===== config.mk =====
export PLATFORM = sky130hd
export DESIGN_NAME = skrfi_csr
export DESIGN_NICKNAME = d
export VERILOG_FILES = /design/src/rtl/skrfi_pkg.sv /design/src/rtl/skrfi_csr.sv
export SDC_FILE = /design/constraint.sdc
export NUM_CORES = 1
export LEC_CHECK = 0
export ABC_AREA = 0
export BUFFER_PORTS_ARGS = -buffer_cell sky130_fd_sc_hd__buf_2
export CAP_MARGIN = 20
export CORE_ASPECT_RATIO = 0.8
export CORE_MARGIN = 2
export CORE_UTILIZATION = 46
export DETAILED_ROUTE_END_ITERATION = 12
export GPL_TIMING_DRIVEN = 0
export PLACE_DENSITY = 0.77
export REMOVE_ABC_BUFFERS = 1
export SLEW_MARGIN = 5
export SYNTH_ARGS = -nofsm -noshare
export SYNTH_HDL_FRONTEND = slang
export SYNTH_SLANG_ARGS = --single-unit

===== constraint.sdc =====
create_clock -name clock -period 3.8 [get_ports clock]
set_input_delay 0.95 -clock clock [delete_from_list [all_inputs] [get_ports clock]]
set_output_delay 0.95 -clock clock [all_outputs]
set_load 0.01 [all_outputs]

===== src/rtl/skrfi_pkg.sv =====
// skrfi_pkg: shared constants, register codes and types for the SK RFI mask unit.
// No dependencies; imported by the interfaces and every rtl module.
`default_nettype none
package skrfi_pkg;

   // Channel and integration geometry
   localparam int CHAN_COUNT     = 256;
   localparam int FREQ_W         = $clog2(CHAN_COUNT);
   localparam int MAX_THRESHOLDS = 4;
   localparam int MAX_SAMPLES    = 256;
   localparam int LEN_W          = $clog2(MAX_SAMPLES) + 1;  // holds 1..MAX_SAMPLES
   localparam int CNT_W          = $clog2(MAX_SAMPLES) + 1;  // counts reach MAX_SAMPLES
   localparam int POS_W          = CNT_W;

   // Sample and table field widths
   localparam int SK_W   = 16;
   localparam int SLOT_W = 16;
   localparam int PROD_W = SLOT_W + SK_W + 1;   // signed threshold x unsigned sigma
   localparam int CMP_W  = PROD_W + 2;          // room for the +1.0 offset

   // 1.0 in Q.20, the offset added to threshold*sigma
   localparam logic signed [CMP_W-1:0] ONE_Q20 = CMP_W'(1 << 20);

   // Configuration port
   localparam int CSR_DATA_W = 64;
   localparam int CSR_ADDR_W = 6;

   typedef enum logic [2:0] {
      REG_EXCISION_ENABLED = 3'd0,
      REG_ACTIVE_COUNT     = 3'd1,
      REG_SAMPLES_PER_INT  = 3'd2,
      REG_THRESHOLD_TABLE  = 3'd3,
      REG_LIMIT_TABLE      = 3'd4
   } csr_reg_type;

   // Normalized configuration handed to the datapath
   typedef struct packed {
      logic                                  excision_enabled;
      logic [2:0]                            active_count;   // 0..MAX_THRESHOLDS
      logic [LEN_W-1:0]                      int_len;        // 1..MAX_SAMPLES
      logic [MAX_THRESHOLDS-1:0][SLOT_W-1:0] thr;
      logic [MAX_THRESHOLDS-1:0][SLOT_W-1:0] lim;
   } cfg_type;

   // One channel's counters as stored in the memory
   typedef struct packed {
      logic [POS_W-1:0]                     pos;
      logic [MAX_THRESHOLDS-1:0][CNT_W-1:0] cnt;
   } chan_entry_type;

endpackage
`default_nettype wire


===== src/rtl/skrfi_csr.sv =====
// skrfi_csr: APB-style configuration registers with readback and normalization.
// Depends on skrfi_pkg.
`default_nettype none
module skrfi_csr import skrfi_pkg::*; (
   input  wire logic                  clock,
   input  wire logic                  reset,
   input  wire logic                  csr_psel,
   input  wire logic                  csr_penable,
   input  wire logic                  csr_pwrite,
   input  wire logic [CSR_ADDR_W-1:0] csr_paddr,
   input  wire logic [CSR_DATA_W-1:0] csr_pwdata,
   output logic      [CSR_DATA_W-1:0] csr_prdata,
   output logic                       csr_pready,
   output cfg_type                    cfg
);

   logic                    enable_ff, enable_in;
   logic [2:0]              active_ff, active_in;
   logic [LEN_W-1:0]        spi_ff, spi_in;
   logic [CSR_DATA_W-1:0]   thr_ff, thr_in;
   logic [CSR_DATA_W-1:0]   lim_ff, lim_in;
   logic                    wr_en;
   csr_reg_type             reg_sel;

   assign csr_pready = 1'b1;
   assign wr_en      = csr_psel && csr_penable && csr_pwrite && csr_pready;
   assign reg_sel    = csr_reg_type'(csr_paddr[CSR_ADDR_W-1:3]);

   // Write decode
   always_comb begin
      enable_in = enable_ff;
      active_in = active_ff;
      spi_in    = spi_ff;
      thr_in    = thr_ff;
      lim_in    = lim_ff;
      if (wr_en) begin
         unique case (reg_sel)
            REG_EXCISION_ENABLED: enable_in = csr_pwdata[0];
            REG_ACTIVE_COUNT:     active_in = csr_pwdata[2:0];
            REG_SAMPLES_PER_INT:  spi_in    = csr_pwdata[LEN_W-1:0];
            REG_THRESHOLD_TABLE:  thr_in    = csr_pwdata;
            REG_LIMIT_TABLE:      lim_in    = csr_pwdata;
            default: ;
         endcase
      end
   end

   always_ff @(posedge clock) begin
      if (reset) begin
         enable_ff <= 1'b0;
         active_ff <= '0;
         spi_ff    <= LEN_W'(1);
         thr_ff    <= '0;
         lim_ff    <= '0;
      end else begin
         enable_ff <= enable_in;
         active_ff <= active_in;
         spi_ff    <= spi_in;
         thr_ff    <= thr_in;
         lim_ff    <= lim_in;
      end
   end

   // Readback of raw register values
   always_comb begin
      unique case (reg_sel)
         REG_EXCISION_ENABLED: csr_prdata = CSR_DATA_W'(enable_ff);
         REG_ACTIVE_COUNT:     csr_prdata = CSR_DATA_W'(active_ff);
         REG_SAMPLES_PER_INT:  csr_prdata = CSR_DATA_W'(spi_ff);
         REG_THRESHOLD_TABLE:  csr_prdata = thr_ff;
         REG_LIMIT_TABLE:      csr_prdata = lim_ff;
         default:              csr_prdata = '0;
      endcase
   end

   // Normalized view: zero length means one, lengths and slot counts saturate
   always_comb begin
      cfg.excision_enabled = enable_ff;
      cfg.active_count     = (active_ff > 3'(MAX_THRESHOLDS)) ? 3'(MAX_THRESHOLDS) : active_ff;
      if (spi_ff == '0)
         cfg.int_len = LEN_W'(1);
      else if (spi_ff > LEN_W'(MAX_SAMPLES))
         cfg.int_len = LEN_W'(MAX_SAMPLES);
      else
         cfg.int_len = spi_ff;
      cfg.thr = thr_ff;
      cfg.lim = lim_ff;
   end

endmodule
`default_nettype wire


After elaboration in Yosys (flattened, before gate mapping). Cells that the tools add are included.

Flip-flop bits (word level): 141. Bits in latches: 0. Memory bits (writable): 0. Bits in read-only memories: 0. Input port bits: 75. Output and inout port bits: 206. Memories kept: 0.

Add/subtract/negate cells: 0. $mul: 0. Div/mod/pow operators: 0. Order comparisons: 2. Eq/ne operators: 4. Shift-type cells: 0. Muxes and demuxes: 4. Bitwise logic cells: 0. Reduce and logical (&&, ||, !) cells: 9.

Operators by type and width (number): case mux 64 bit (5 select lines) (1); two-way mux 9 bit (2); AND reduction 2 bit (5); greater-than comparator 9 bit, second input constant (1); logical NOT 9 bit (1); == test 3 x 2 -> 1 bit, second input constant (2); == test 3 x 1 -> 1 bit, second input constant (1); == test 3 bit, second input constant (1); greater-than comparator 3 bit, second input constant (1); logical NOT 3 bit (1); two-way mux 3 bit (1); logical AND 1 bit (2).

Depth between registers and ports, before layout. Gate-level depths: netlist (run 1).

Depth after elaboration: 3. Mapped depth: 6.

Least setup slack after synthesis (run 1). Ideal clock, no wire load.

Path type: input -> output. Start: in csr_paddr[5]. End: out csr_prdata[10]. Data arrival time: 2.024 ns. Data required time: 2.850 ns. Slack: 0.826 ns. Stages on the path: 6. Buffers on the path: 3. Cell sequence: nand2b_1 > clkbuf_1 > buf_2 > nor2_2 > buf_2 > a22o_1.

Word-level cells in the longest chain between the ends: 2. Elaborated cells between the ends (all ways): 6. Classes of those cells: 4 x eq/ne; 1 x mux; 1 x reduce/logical.

Ends and longest elaborated chain: start, declared (line skrfi_csr.sv:10) `input wire logic [CSR_ADDR_W-1:0] csr_paddr,`; == test 3 bit, or another cell as far along (line skrfi_csr.sv:66) `unique case (reg_sel)`; case mux 64 bit (5 select lines) * (line skrfi_csr.sv:66); end, declared (line skrfi_csr.sv:12) `output logic [CSR_DATA_W-1:0] csr_prdata,`.

Every way passes the cells marked *; elsewhere a longest branch is shown, timed or not.

Worst setup path in the final report (run 1).
Start: in csr_paddr[4]. End: out csr_prdata[40].

Same word-level chain as after synthesis.

==> Implementation_results.wiki, run 1 <==
{| class="wikitable"
! Metric !! Value
|-
| Status || completed
|-
| Last weighted congestion value of the routability-driven placer || between 0.7 and 0.8
|-
| Horizontal extent of the die || 139.4 µm
|-
| Crit-path max cell delay || around 0.47 ns
|-
| Synthesized cell area || 0.006749 mm²
|-
| HPWL after DPL || about 13 mm
|-
| Leading register cell type out of synthesis || dfxtp_1
|-
| Wire per inst || 15.97 µm
|-
| All-layer global routing usage || between 20% and 30%
|-
| Fin crit period || approximately 3.5 ns
|-
| Die span in y || approximately 110 µm
|-
| Layer carrying the most global-route usage || met2
|-
| Post-route DRC violation count || 0
|-
| Count of final hold-check violations || 0
|-
| Overflow left after global routing || 0
|-
| Total cell area at the placement stage || slightly above 0.008 mm²
|-
| Fraction of registers with async set or reset after synthesis || 0%
|-
| Initial antenna violation count || 1
|-
| Quantity of I/O buffers inserted on ports || 276
|-
| CTS tree || yes
|-
| Worst setup path class || primary input to output pin
|-
| Fraction of met2 tracks used by global routing || 39.22%
|-
| Violation count after the first detailed-routing iteration || between 300 and 400
|-
| Global-route wire length before repair || ~30 mm
|-
| Via total after detailed routing || roughly 6200
|-
| DIE AREA || between 0.015 and 0.02 mm²
|-
| Share of layout cells above drive strength 1 || roughly a third
|-
| Number of synthesized register bits || 141
|-
| Total power per unit cell area || 375.2 mW/mm²
|-
| Cell seen most often among critical-path stages || buf_2
|-
| CTS Hold Bufs || 0
|-
| Number of nets with antenna violations after detailed routing || 0
|-
| Clock-pin slew on the worst setup and hold paths || 0.05 ns
|-
| DR pass1 iterations || 4
|-
| Largest fanout on the critical path || 82
|-
| Global-route track usage on met3 || 6.442%
|-
| Worst Max-Slew Pin Slew || approximately 0.95 ns
|-
| I/O pins || 281
|-
| Avg Inst Size Synth || approximately 9 µm²
|-
| Cell count after synthesis || about 750
|-
| Count of H-tree levels built during CTS || 4
|-
| Distinct cell type count of the synthesized netlist || 29
|-
| Worst-skew pair later-pin latency || slightly above 0.4 ns
|-
| Max-capacitance violation count || 0
|-
| CTS sink count || roughly 140
|-
| Finish-stage setup viols || 0
|-
| Final std cell area, no fill || 0.008856 mm²
|-
| Routed WL || between 15 and 20 mm
|-
| Fmax || between 200 and 300 MHz
|-
| Final Cycle Share || between 90 and 100%
|-
| Number of global-route vias before repair || a little under 6000
|-
| CORE AREA || around 0.014 mm²
|-
| Cell at the slowest stage of the critical path || nand2b_4
|-
| Root cell of the clock tree || clkbuf_16
|-
| Site row count || 39
|-
| Post-synthesis sequential area ratio || between 40% and 50%
|-
| Number of enable flip-flop cells after synthesis || 0
|-
| Unrepaired setup endpoints after global routing || no
|-
| Clock buffers created by TritonCTS || 17
|-
| Post-layout net count || about 1100
|-
| Data arrival time of the worst path || ~2.6 ns
|-
| Tightest Hold Check Type || flop to flop
|-
| DR vias/cell || ~5.2
|-
| Synthesis-to-layout area growth || 31.22%
|-
| Critical Path Source Type || primary input
|-
| Remaining max-slew budget at the tightest pin || approximately 36%
|-
| Max VDD drop || just under 300 µV
|-
| Clock Tree Buf Depth || 2
|-
| Worst Setup End Kind || output pin
|-
| Max-slew violation count || 0
|-
| Setup skew after layout || 0 ns
|-
| Ordered cell list for the critical path || buf_2 > nand2b_4 > nor2_4 > buf_4 > a22o_1 > buf_2
|-
| Leakage power || between 4 and 5 nW
|-
| Data required time at the worst endpoint || between 2 and 3 ns
|-
| Initial Utilization || 47.20%
|-
| Count of yosys warnings during synthesis || 0
|-
| Met1 track utilization from global routing || 30.87%
|-
| Final total negative setup slack || 0 ns
|-
| Pin count of the biggest net entering global routing || around 110
|}
-- critical path: cells and delay by family --
family / cells / cell delay (ns)
AO/OA/AOI/OAI: 1 / 0.16
buffers and inverters: 3 / 0.63
AND/OR/NAND/NOR: 2 / 0.78
-- metal layers --
| layer | vias to the layer above | routed length [µm] |
|---|---|---|
| li1 | 3056 | - |
| met1 | 2890 | 8509 |
| met2 | 209 | 8946 |
| met3 | 16 | 1297 |
| met4 | 0 | 173 |
| met5 | - | 0 |
-- layout make-up --
type / instances / area [µm²]
inverter: 1 / 3.754
multi-input combinational: 533 / 3603
clock inverter: 9 / 85.08
timing repair buffer: 293 / 1610
clock buffer: 23 / 498.0
antenna: 1 / 2.502
fill: 1260 / 5441
sequential: 141 / 2823
tap: 184 / 230.2
-- cell usage in the layout (no fill, tap or decap), types with 2 or more instances in the layout --
| cell type | instances |
|---|---|
| buf_6 | 5 |
| mux2_2 | 2 |
| or2_2 | 2 |
| nor3_1 | 2 |
| dfxtp_1 | 141 |
| nor2b_1 | 82 |
| clkbuf_16 | 17 |
| a22oi_1 | 2 |
| clkinv_4 | 2 |
| clkinv_2 | 3 |
| mux2i_1 | 77 |
| nor2_4 | 2 |
| clkbuf_8 | 5 |
| o21ai_0 | 153 |
| nand2_1 | 9 |
| buf_12 | 2 |
| buf_16 | 2 |
| nor2_1 | 3 |
| buf_2 | 275 |
| clkinvlp_4 | 3 |
| buf_4 | 7 |
| nand2b_1 | 132 |
| a22o_1 | 55 |
| buf_8 | 2 |
-- what timing repair did --
action	CTS	global route
resized for setup	0	2
setup endpoints to repair	29	3
buffers inserted	1	0
gates cloned	1	0
pin swaps	1	0
-- report_power, final --
part	total [mW]	switching, mW	internal (mW)
clock network	1.61	0.620	0.986
registers	1.50	0.00930	1.49
logic	0.218	0.126	0.0922
total	3.32	0.755	2.57
-- synthesized netlist by cell type, types with 2 or more instances --
cell      instances  area [µm²]
o21ai_0         153       765.7
dfxtp_1         141        2823
nand2b_1        133       832.1
nor2b_1          82       513.0
mux2i_1          77       770.7
a22o_1           55       481.7
clkbuf_1         55       206.5
buf_2            13       65.06
nand2_1           9       33.78
buf_4             6       45.04
nor2_1            3       11.26
a22oi_1           2       15.01
buf_6             2       22.52
mux2_2            2       22.52
nor3_1            2       10.01
nor3b_1           2       15.01
or2_2             2       12.51
-- per-stage QoR --
step | hold slack (ns) | instances | utilization, % | worst slack, ns | power (mW)
after floorplan | 0.4577 | 674 | - | -2.672 | 1.624
after global placement | 0.4724 | 1134 | 55.96 | -5.345 | 1.734
after detailed placement | 0.4784 | 1150 | 57.67 | -0.1988 | 1.745
after CTS | 0.4887 | 1184 | 61.84 | 0.1509 | 3.348
after global routing | 0.5036 | 1184 | 61.92 | 0.1426 | 3.445
final | 0.4879 | 1185 | 61.94 | 0.2896 | 3.323
-- cells by family after synthesis --
kind of cell           after synthesis  share of synthesized area, %
AND/OR/NAND/NOR                    239                         22.01
AO/OA/AOI/OAI                      213                         18.98
flip-flops                         141                         41.82
multiplexers                        79                         11.75
buffers and inverters               78                         5.376
other                                1                       0.05556
-- registers in the layout (all words and copies together) (netlist names) --
signal     count
active_ff      3
enable_ff      1
lim_ff        64
spi_ff         9
thr_ff        64
-- final timing paths --
kind	cells after the start	startpoint	slack (ns)	endpoint
worst max-delay path	6	csr_paddr[4]	0.29	csr_prdata[40]
worst min-delay path	2	lim_ff[46]$_SDFFE_PP0P_	0.49	lim_ff[46]$_SDFFE_PP0P_
worst max register to register	3	spi_ff[8]$_SDFFE_PP0P_	2.86	spi_ff[8]$_SDFFE_PP0P_
worst min register to register	2	lim_ff[46]$_SDFFE_PP0P_	0.49	lim_ff[46]$_SDFFE_PP0P_
Power figures use the tool's default switching activity.
==> inputs of run 2 (changes only) <==
ABC_AREA = 1   (was 0)
==> Implementation_results.wiki, run 2 <==
{| class="wikitable"
! Metric !! Value
|-
| Status || completed
|-
| Fillcell total || 1398 (+11%)
|-
| Final Cycle Share || 93.63% (+1.3 points)
|-
| Initial Utilization || 47.10% (-0.11 points)
|-
| Post-layout net count || 1412 (+33%)
|-
| All-layer global routing usage || 23.74% (+0.057 points)
|-
| Endpoint with the worst hold slack || active_ff[0]$_SDFFE_PP0P_
|-
| Cell at the slowest stage of the critical path || nor2_4
|-
| Crit-path max cell delay || 0.54 ns (+0.07 ns)
|-
| Max-slew violation count || 0 (unchanged)
|-
| Post-CTS Setup Inserts || 0 (-1)
|-
| Clock Tree Buf Depth || 2 (unchanged)
|-
| Cell seen most often among critical-path stages || nand2_1
|-
| Horizontal extent of the die || 139.3 µm (-0.11%)
|-
| Final std cell area, no fill || 0.008725 mm² (-1.5%)
|-
| Site row count || 39 (unchanged)
|-
| Worst setup path class || primary input to output pin
|-
| Overflow left after global routing || 0 (unchanged)
|-
| Hold Path Origin || active_ff[0]$_SDFFE_PP0P_
|-
| Largest regs || lim_ff x64, thr_ff x64, spi_ff x9
|-
| Cells on worst reg2reg path || 2 (-1)
|-
| Unrepaired setup endpoints after global routing || no
|-
| Setup skew after layout || 0 ns (unchanged)
|-
| Initial antenna violation count || 2 (+1)
|-
| Root cell of the clock tree || clkbuf_16
|-
| DR vias/cell || 4.731 (-9.1%)
|-
| Most frequently used cell type in the post-synthesis netlist || nand2_1
|-
| Count of final hold-check violations || 0 (unchanged)
|-
| Avg Inst Size Synth || 6.111 µm² (-32%)
|-
| Overall power of the completed layout || 3.381 mW (+1.8%)
|-
| Commonest cells after routing, fill and taps aside || nand2_1 (409), nor2_1 (299), buf_2 (276)
|-
| Number of synthesized register bits || 141 (unchanged)
|-
| Worst Setup End Kind || output pin
|-
| CTS Hold Bufs || 0 (unchanged)
|-
| Count of yosys warnings during synthesis || 0 (unchanged)
|-
| Fin Hold WS || 0.4905 ns (+0.002592 ns)
|-
| Most common library cell in the layout ignoring fill and taps || nand2_1
|-
| Final total negative setup slack || 0 ns (unchanged)
|-
| Post-synthesis sequential area ratio || 41.92% (+0.093 points)
|-
| Worst Max-Slew Pin Slew || 0.8474 ns (-0.1048 ns)
|-
| Via total after detailed routing || 7258 (+18%)
|-
| Cells on Worst Hold Path || 2 (unchanged)
|-
| Largest fanout on the critical path || 42 (-49%)
|-
| Cell types with the highest counts after synthesis || nand2_1 (409), nor2_1 (301), dfxtp_1 (141)
|-
| Die span in y || 112.2 µm (-0.11%)
|-
| Leakage power || 4.819 nW (+15%)
|-
| Number of global-route vias before repair || 6436 (+11%)
|-
| CTS sink count || 141 (unchanged)
|-
| Pin count of the biggest net entering global routing || 79 (-31%)
|-
| Data required time at the worst endpoint || 2.85 ns (about the same)
|-
| Tightest Hold Check Type || flop to flop
|-
| Total power per unit cell area || 387.6 mW/mm² (+3.3%)
|-
| Clock buffers created by TritonCTS || 17 (unchanged)
|-
| Register Area || 0.002823 mm² (unchanged)
|-
| Largest area contributor in the netlist || dfxtp_1
|-
| Remaining max-slew budget at the tightest pin || 43.37% (+7.1 points)
|-
| Violation count after the first detailed-routing iteration || 364 (+14%)
|-
| FF-to-FF Start || spi_ff[8]$_SDFFE_PP0P_
|-
| Total cell area at the placement stage || 0.008127 mm² (-1.4%)
|-
| Post-route DRC violation count || 0 (unchanged)
|-
| Max VDD drop || 274.3 µV (-8.1%)
|-
| Global-route wire length before repair || 30.69 mm (+2.3%)
|-
| Fmax || 281.1 MHz (-1.3%)
|-
| Distinct cell type count of the synthesized netlist || 20 (-31%)
|-
| Clock-pin slew on the worst setup and hold paths || 0.06 ns (about the same)
|-
| Leading register cell type out of synthesis || dfxtp_1
|-
| Count of cells resized by post-cts repair || 0 (unchanged)
|-
| Number of nets with antenna violations after detailed routing || 0 (unchanged)
|-
| CORE AREA || 0.01430 mm² (unchanged)
|-
| Finish-stage setup viols || 0 (unchanged)
|-
| Count of H-tree levels built during CTS || 4 (unchanged)
|-
| Cell count after synthesis || 1102 (+47%)
|-
| Fraction of registers with async set or reset after synthesis || 0% (unchanged)
|-
| DR pass1 iterations || 5 (+1)
|-
| Fin crit period || 3.558 ns (+0.04758 ns)
|-
| CTS tree || yes
|-
| Number of enable flip-flop cells after synthesis || 0 (unchanged)
|-
| Register-to-Register Setup Slack || 3.02 ns (+0.16 ns)
|-
| Worst-skew pair later-pin latency || 0.40 ns (about the same)
|-
| Routed WL || 18.69 mm (-1.2%)
|-
| DIE AREA || 0.01563 mm² (-0.21%)
|-
| Fraction of synthesized cell area taken by the top area cell type || 41.92% (+0.093 points)
|-
| Max-capacitance violation count || 0 (unchanged)
|-
| HPWL after DPL || 12.66 mm (-2.0%)
|-
| Endpoint of the worst register-to-register path || spi_ff[8]$_SDFFE_PP0P_
|-
| Synthesis-to-layout area growth || 29.56%
|-
| Quantity of I/O buffers inserted on ports || 276 (unchanged)
|-
| Data arrival time of the worst path || 2.61 ns (+0.05 ns)
|-
| Critical Path Source Type || primary input
|-
| Wire per inst || 12.19 µm (-24%)
|-
| Last weighted congestion value of the routability-driven placer || 0.8073 (+6.4%)
|-
| Ordered cell list for the critical path || buf_2 > inv_1 > nand2_1 > nor2_4 > buf_16 > buf_12 > nand2_1 > nand2_1 > buf_2
|-
| Share of layout cells above drive strength 1 || 23.94% (-9.5 points)
|-
| Synthesized cell area || 0.006734 mm² (-0.22%)
|-
| Combined area of the multi-input logic cells || 0.003183 mm² (-12%)
|-
| Largest cells by area after synthesis || dfxtp_1 (42%), nand2_1 (23%), nor2_1 (17%), nand3_1 (6.1%), inv_1 (4.6%)
|-
| I/O pins || 281 (unchanged)
|}
[run 2: changes by cell type in the layout (fill, tap and decap cells not counted), sizes merged, moves of 55 or more]
| cell | previous run | this run |
|---|---|---|
| nand2b | 133 | 0 |
| inv | 1 | 87 |
| nor2 | 5 | 303 |
| nand3 | 0 | 83 |
| mux2i | 77 | 0 |
| a22o | 55 | 0 |
| o21ai | 153 | 1 |
| nand2 | 9 | 409 |
| nor2b | 82 | 0 |
[run 2: stage by stage]
stage               instances  utilization, %  worst slack (ns)
finish                   1534           61.02            0.2420
detailed placement       1501           56.84            0.1713
floorplan                1033               -            -2.365
global route             1533           61.00            0.1216
CTS                      1532           60.86            0.1736
global placement         1493           55.46            -5.137
[run 2: routing by layer]
metal / up-vias / routed length, µm / GRT usage, %
li1: 3751 / - / -
met2: 268 / 8769 / 38.86
met5: - / 13 / 0
met4: 2 / 211 / 6.263
met1: 3220 / 8124 / 31.30
met3: 17 / 1574 / 6.271
[run 2: worst max-delay path by stage]
stage	cells past startpoint	slack, ns	endpoint	start
floorplan	5	-2.37	csr_prdata[3]	csr_paddr[3]
global placement	7	-5.14	csr_prdata[16]	csr_paddr[3]
detailed placement	9	0.17	csr_prdata[0]	csr_paddr[5]
CTS	9	0.17	csr_prdata[0]	csr_paddr[5]
global route	9	0.12	csr_prdata[54]	csr_paddr[3]
finish	9	0.24	csr_prdata[54]	csr_paddr[3]
[run 2: logic make-up (layout without fill, tap and decap cells)]
| kind of cell | count (synthesis) | count (layout) | share of synthesized area, % |
|---|---|---|---|
| and+or+nand+nor | 796 | 796 | 46.17 |
| buffers and inverters | 156 | 403 | 11.04 |
| DFF | 141 | 141 | 41.92 |
| AOI/OAI and AO/OA | 8 | 8 | 0.8173 |
| other | 1 | 2 | 0.05569 |
[run 2: power breakdown]
group | switching [mW] | leakage [nW] | total [mW] | internal, mW
Combinational | 0.163 | 3.41 | 0.258 | 0.0952
Sequential | 0.0161 | 1.14 | 1.51 | 1.50
Clock | 0.612 | 0.275 | 1.61 | 0.997
[run 2: final cells by class]
| cell class | count | share of cell area, % |
|---|---|---|
| clock inverters | 10 | 1.319 |
| clock buffers | 21 | 5.278 |
| diodes | 1 | 0.02868 |
| repair buffers | 285 | 18.07 |
| inverters | 87 | 3.829 |
| flip-flops and latches | 141 | 32.35 |
| multi-input cells | 805 | 36.48 |
| well taps | 184 | 2.639 |
[run 2: critical path, delay by kind of cell]
family                 cells  cell delay, ns
buffers and inverters      5            0.81
and+or+nand+nor            4            0.80
==> inputs of run 3 (changes only) <==
BUFFER_PORTS_ARGS = -buffer_cell sky130_fd_sc_hd__buf_4   (was -buffer_cell sky130_fd_sc_hd__buf_2)
CORE_UTILIZATION = 52   (was 46)
PLACE_DENSITY = 0.86   (was 0.77)
SLEW_MARGIN = default   (was 5)
==> Implementation_results.wiki, run 3 (synthesis results as in run 2) <==
{| class="wikitable"
! Metric !! Value
|-
| Status || completed
|-
| DR pass1 iterations || 5 (unchanged)
|-
| Count of H-tree levels built during CTS || 4 (unchanged)
|-
| Combinational Power Share || 8.8% (+1.2 points)
|-
| Overall power of the completed layout || 3.355 mW (-0.79%)
|-
| Die span in y || 105.8 µm (-5.7%)
|-
| Finish-stage setup viols || 0 (unchanged)
|-
| Overflow left after global routing || 0 (unchanged)
|-
| Clock buffers created by TritonCTS || 17 (unchanged)
|-
| Max-slew violation count || 0 (unchanged)
|-
| Synthesis-to-layout area growth || 39.61%
|-
| Violation count after the first detailed-routing iteration || 431 (+18%)
|-
| Initial antenna violation count || 0 (-2)
|-
| Wire per inst || 13.01 µm (+6.7%)
|-
| Root cell of the clock tree || clkbuf_16
|-
| Data required time at the worst endpoint || 2.85 ns (about the same)
|-
| All-layer global routing usage || 27.78% (+4.0 points)
|-
| Count of cells resized by post-cts repair || 0 (unchanged)
|-
| Most common library cell in the layout ignoring fill and taps || nand2_1
|-
| Worst Max-Slew Pin Slew || 0.8571 ns (+0.009685 ns)
|-
| Clock Tree Buf Depth || 2 (unchanged)
|-
| Internal power component || 2.573 mW (-0.65%)
|-
| Max-capacitance violation count || 0 (unchanged)
|-
| Critical Path Source Type || primary input
|-
| Via total after detailed routing || 7430 (+2.4%)
|-
| Post-layout net count || 1413 (+0.071%)
|-
| Final Cycle Share || 90.88% (-2.7 points)
|-
| Largest regs || lim_ff x64, thr_ff x64, spi_ff x9
|-
| Share of layout cells above drive strength 1 || 24.07% (+0.13 points)
|-
| Net switching component of the power || 0.7817 mW (-1.3%)
|-
| Last weighted congestion value of the routability-driven placer || 0.8293 (+2.7%)
|-
| Routed WL || 19.83 mm (+6.1%)
|-
| Number of antenna cells inserted || 0 (-1)
|-
| Fillcell total || 1011 (-28%)
|-
| CTS Hold Bufs || 0 (unchanged)
|-
| Post-route DRC violation count || 0 (unchanged)
|-
| Post-CTS Setup Inserts || 0 (unchanged)
|-
| Worst setup slack after layout || 0.3465 ns (+0.1045 ns)
|-
| Quantity of I/O buffers inserted on ports || 276 (unchanged)
|-
| Sw Ratio || 23.30% (-0.11 points)
|-
| HPWL after DPL || 13.73 mm (+8.5%)
|-
| Setup skew after layout || 0 ns (unchanged)
|-
| Tightest Hold Check Type || flop to flop
|-
| Fraction of power consumed by the clock network || 46.0% (-1.6 points)
|-
| CTS tree || yes
|-
| Remaining max-slew budget at the tightest pin || 42.78% (-0.59 points)
|-
| Horizontal extent of the die || 131.2 µm (-5.8%)
|-
| Worst slack at placement || 0.3437 ns (+0.1724 ns)
|-
| Pin count of the biggest net entering global routing || 77 (-2.5%)
|-
| Site row count || 37 (-5.1%)
|-
| Unrepaired setup endpoints after global routing || no
|-
| Max VDD drop || 302.9 µV (+10%)
|-
| DR vias/cell || 4.872 (+3.0%)
|-
| Largest fanout on the critical path || 33 (-21%)
|-
| Count of final hold-check violations || 0 (unchanged)
|-
| Worst-skew pair later-pin latency || 0.41 ns (about the same)
|-
| Worst Setup End Kind || output pin
|-
| Fraction of power consumed by sequential logic || 45.2% (+0.4 points)
|-
| Fin crit period || 3.454 ns (-0.1045 ns)
|-
| I/O pins || 281 (unchanged)
|-
| Worst setup path class || primary input to output pin
|-
| Number of global-route vias before repair || 6535 (+1.5%)
|-
| Initial Utilization || 52.89% (+5.8 points)
|-
| DIE AREA || 0.01388 mm² (-11%)
|-
| Fmax || 289.6 MHz (+3.0%)
|-
| Data arrival time of the worst path || 2.50 ns (-0.11 ns)
|-
| Global-route wire length before repair || 31.21 mm (+1.7%)
|-
| Total power per unit cell area || 356.8 mW/mm² (-7.9%)
|-
| Commonest cells after routing, fill and taps aside || nand2_1 (409), nor2_1 (299), buf_4 (276)
|-
| Clock-pin slew on the worst setup and hold paths || 0.05 ns (about the same)
|-
| CORE AREA || 0.01273 mm² (-11%)
|-
| Number of nets with antenna violations after detailed routing || 0 (unchanged)
|-
| Leakage power || 4.872 nW (+1.1%)
|-
| CTS sink count || 141 (unchanged)
|}
[run 3: worst paths after layout]
kind / endpoint / cells after the start / from / slack, ns
hold / removal: active_ff[0]$_SDFFE_PP0P_ / 2 / active_ff[0]$_SDFFE_PP0P_ / 0.48
hold reg to reg: active_ff[0]$_SDFFE_PP0P_ / 2 / active_ff[0]$_SDFFE_PP0P_ / 0.48
setup reg to reg: spi_ff[8]$_SDFFE_PP0P_ / 2 / spi_ff[8]$_SDFFE_PP0P_ / 3.02
setup / recovery: csr_prdata[0] / 10 / csr_paddr[5] / 0.35
[run 3: worst max-delay path, stage by stage]
cell	delay, ns
buf_4	0.12
inv_2	0.13
nand3_1	0.16
inv_2	0.50
buf_12	0.27
nand2_1	0.09
nand2_1	0.07
inv_1	0.04
nand2_1	0.06
buf_4	0.11
[run 3: area by class of cell]
| class | instances | area [µm²] | area share [%] |
|---|---|---|---|
| multi-input combinational | 805 | 3183 | 33.86 |
| clock inverter | 6 | 32.53 | 0.3460 |
| timing repair buffer | 286 | 2287 | 24.33 |
| inverter | 87 | 331.6 | 3.527 |
| sequential | 141 | 2823 | 30.02 |
| tap | 175 | 219.0 | 2.329 |
| clock buffer | 25 | 525.5 | 5.590 |
[run 3: per-layer routing]
| layer | track usage (%) | vias to the layer above | share of wire (%) |
|---|---|---|---|
| li1 | - | 3747 | - |
| met2 | 46.77 | 310 | 48 |
| met1 | 32.80 | 3336 | 40 |
| met4 | 11.96 | 0 | 2.6 |
| met3 | 8.850 | 37 | 9.4 |
| met5 | 0 | - | 0 |
[run 3: power groups by stage]
| stage | Sequential [mW] | Clock, mW | Combinational (mW) |
|---|---|---|---|
| detailed placement | 1.55 | 0 | 0.293 |
| global placement | 1.55 | 0 | 0.305 |
| floorplan | 1.55 | 0 | 0.156 |
| global route | 1.52 | 1.63 | 0.324 |
| CTS | 1.52 | 1.56 | 0.295 |
| finish | 1.52 | 1.54 | 0.295 |
[run 3: per-stage QoR]
stage | setup TNS (ns) | cell area [µm²] | hold WS [ns] | utilization [%] | instances
floorplan | -350.40 | 6317 | 0.4550 | - | 1033
global placement | -847.87 | 8608 | 0.4623 | 67.62 | 1484
detailed placement | 0 | 8843 | 0.4725 | 69.46 | 1494
CTS | 0 | 9402 | 0.4853 | 73.85 | 1525
global route | 0 | 9402 | 0.5151 | 73.85 | 1525
finish | 0 | 9402 | 0.4842 | 73.85 | 1525
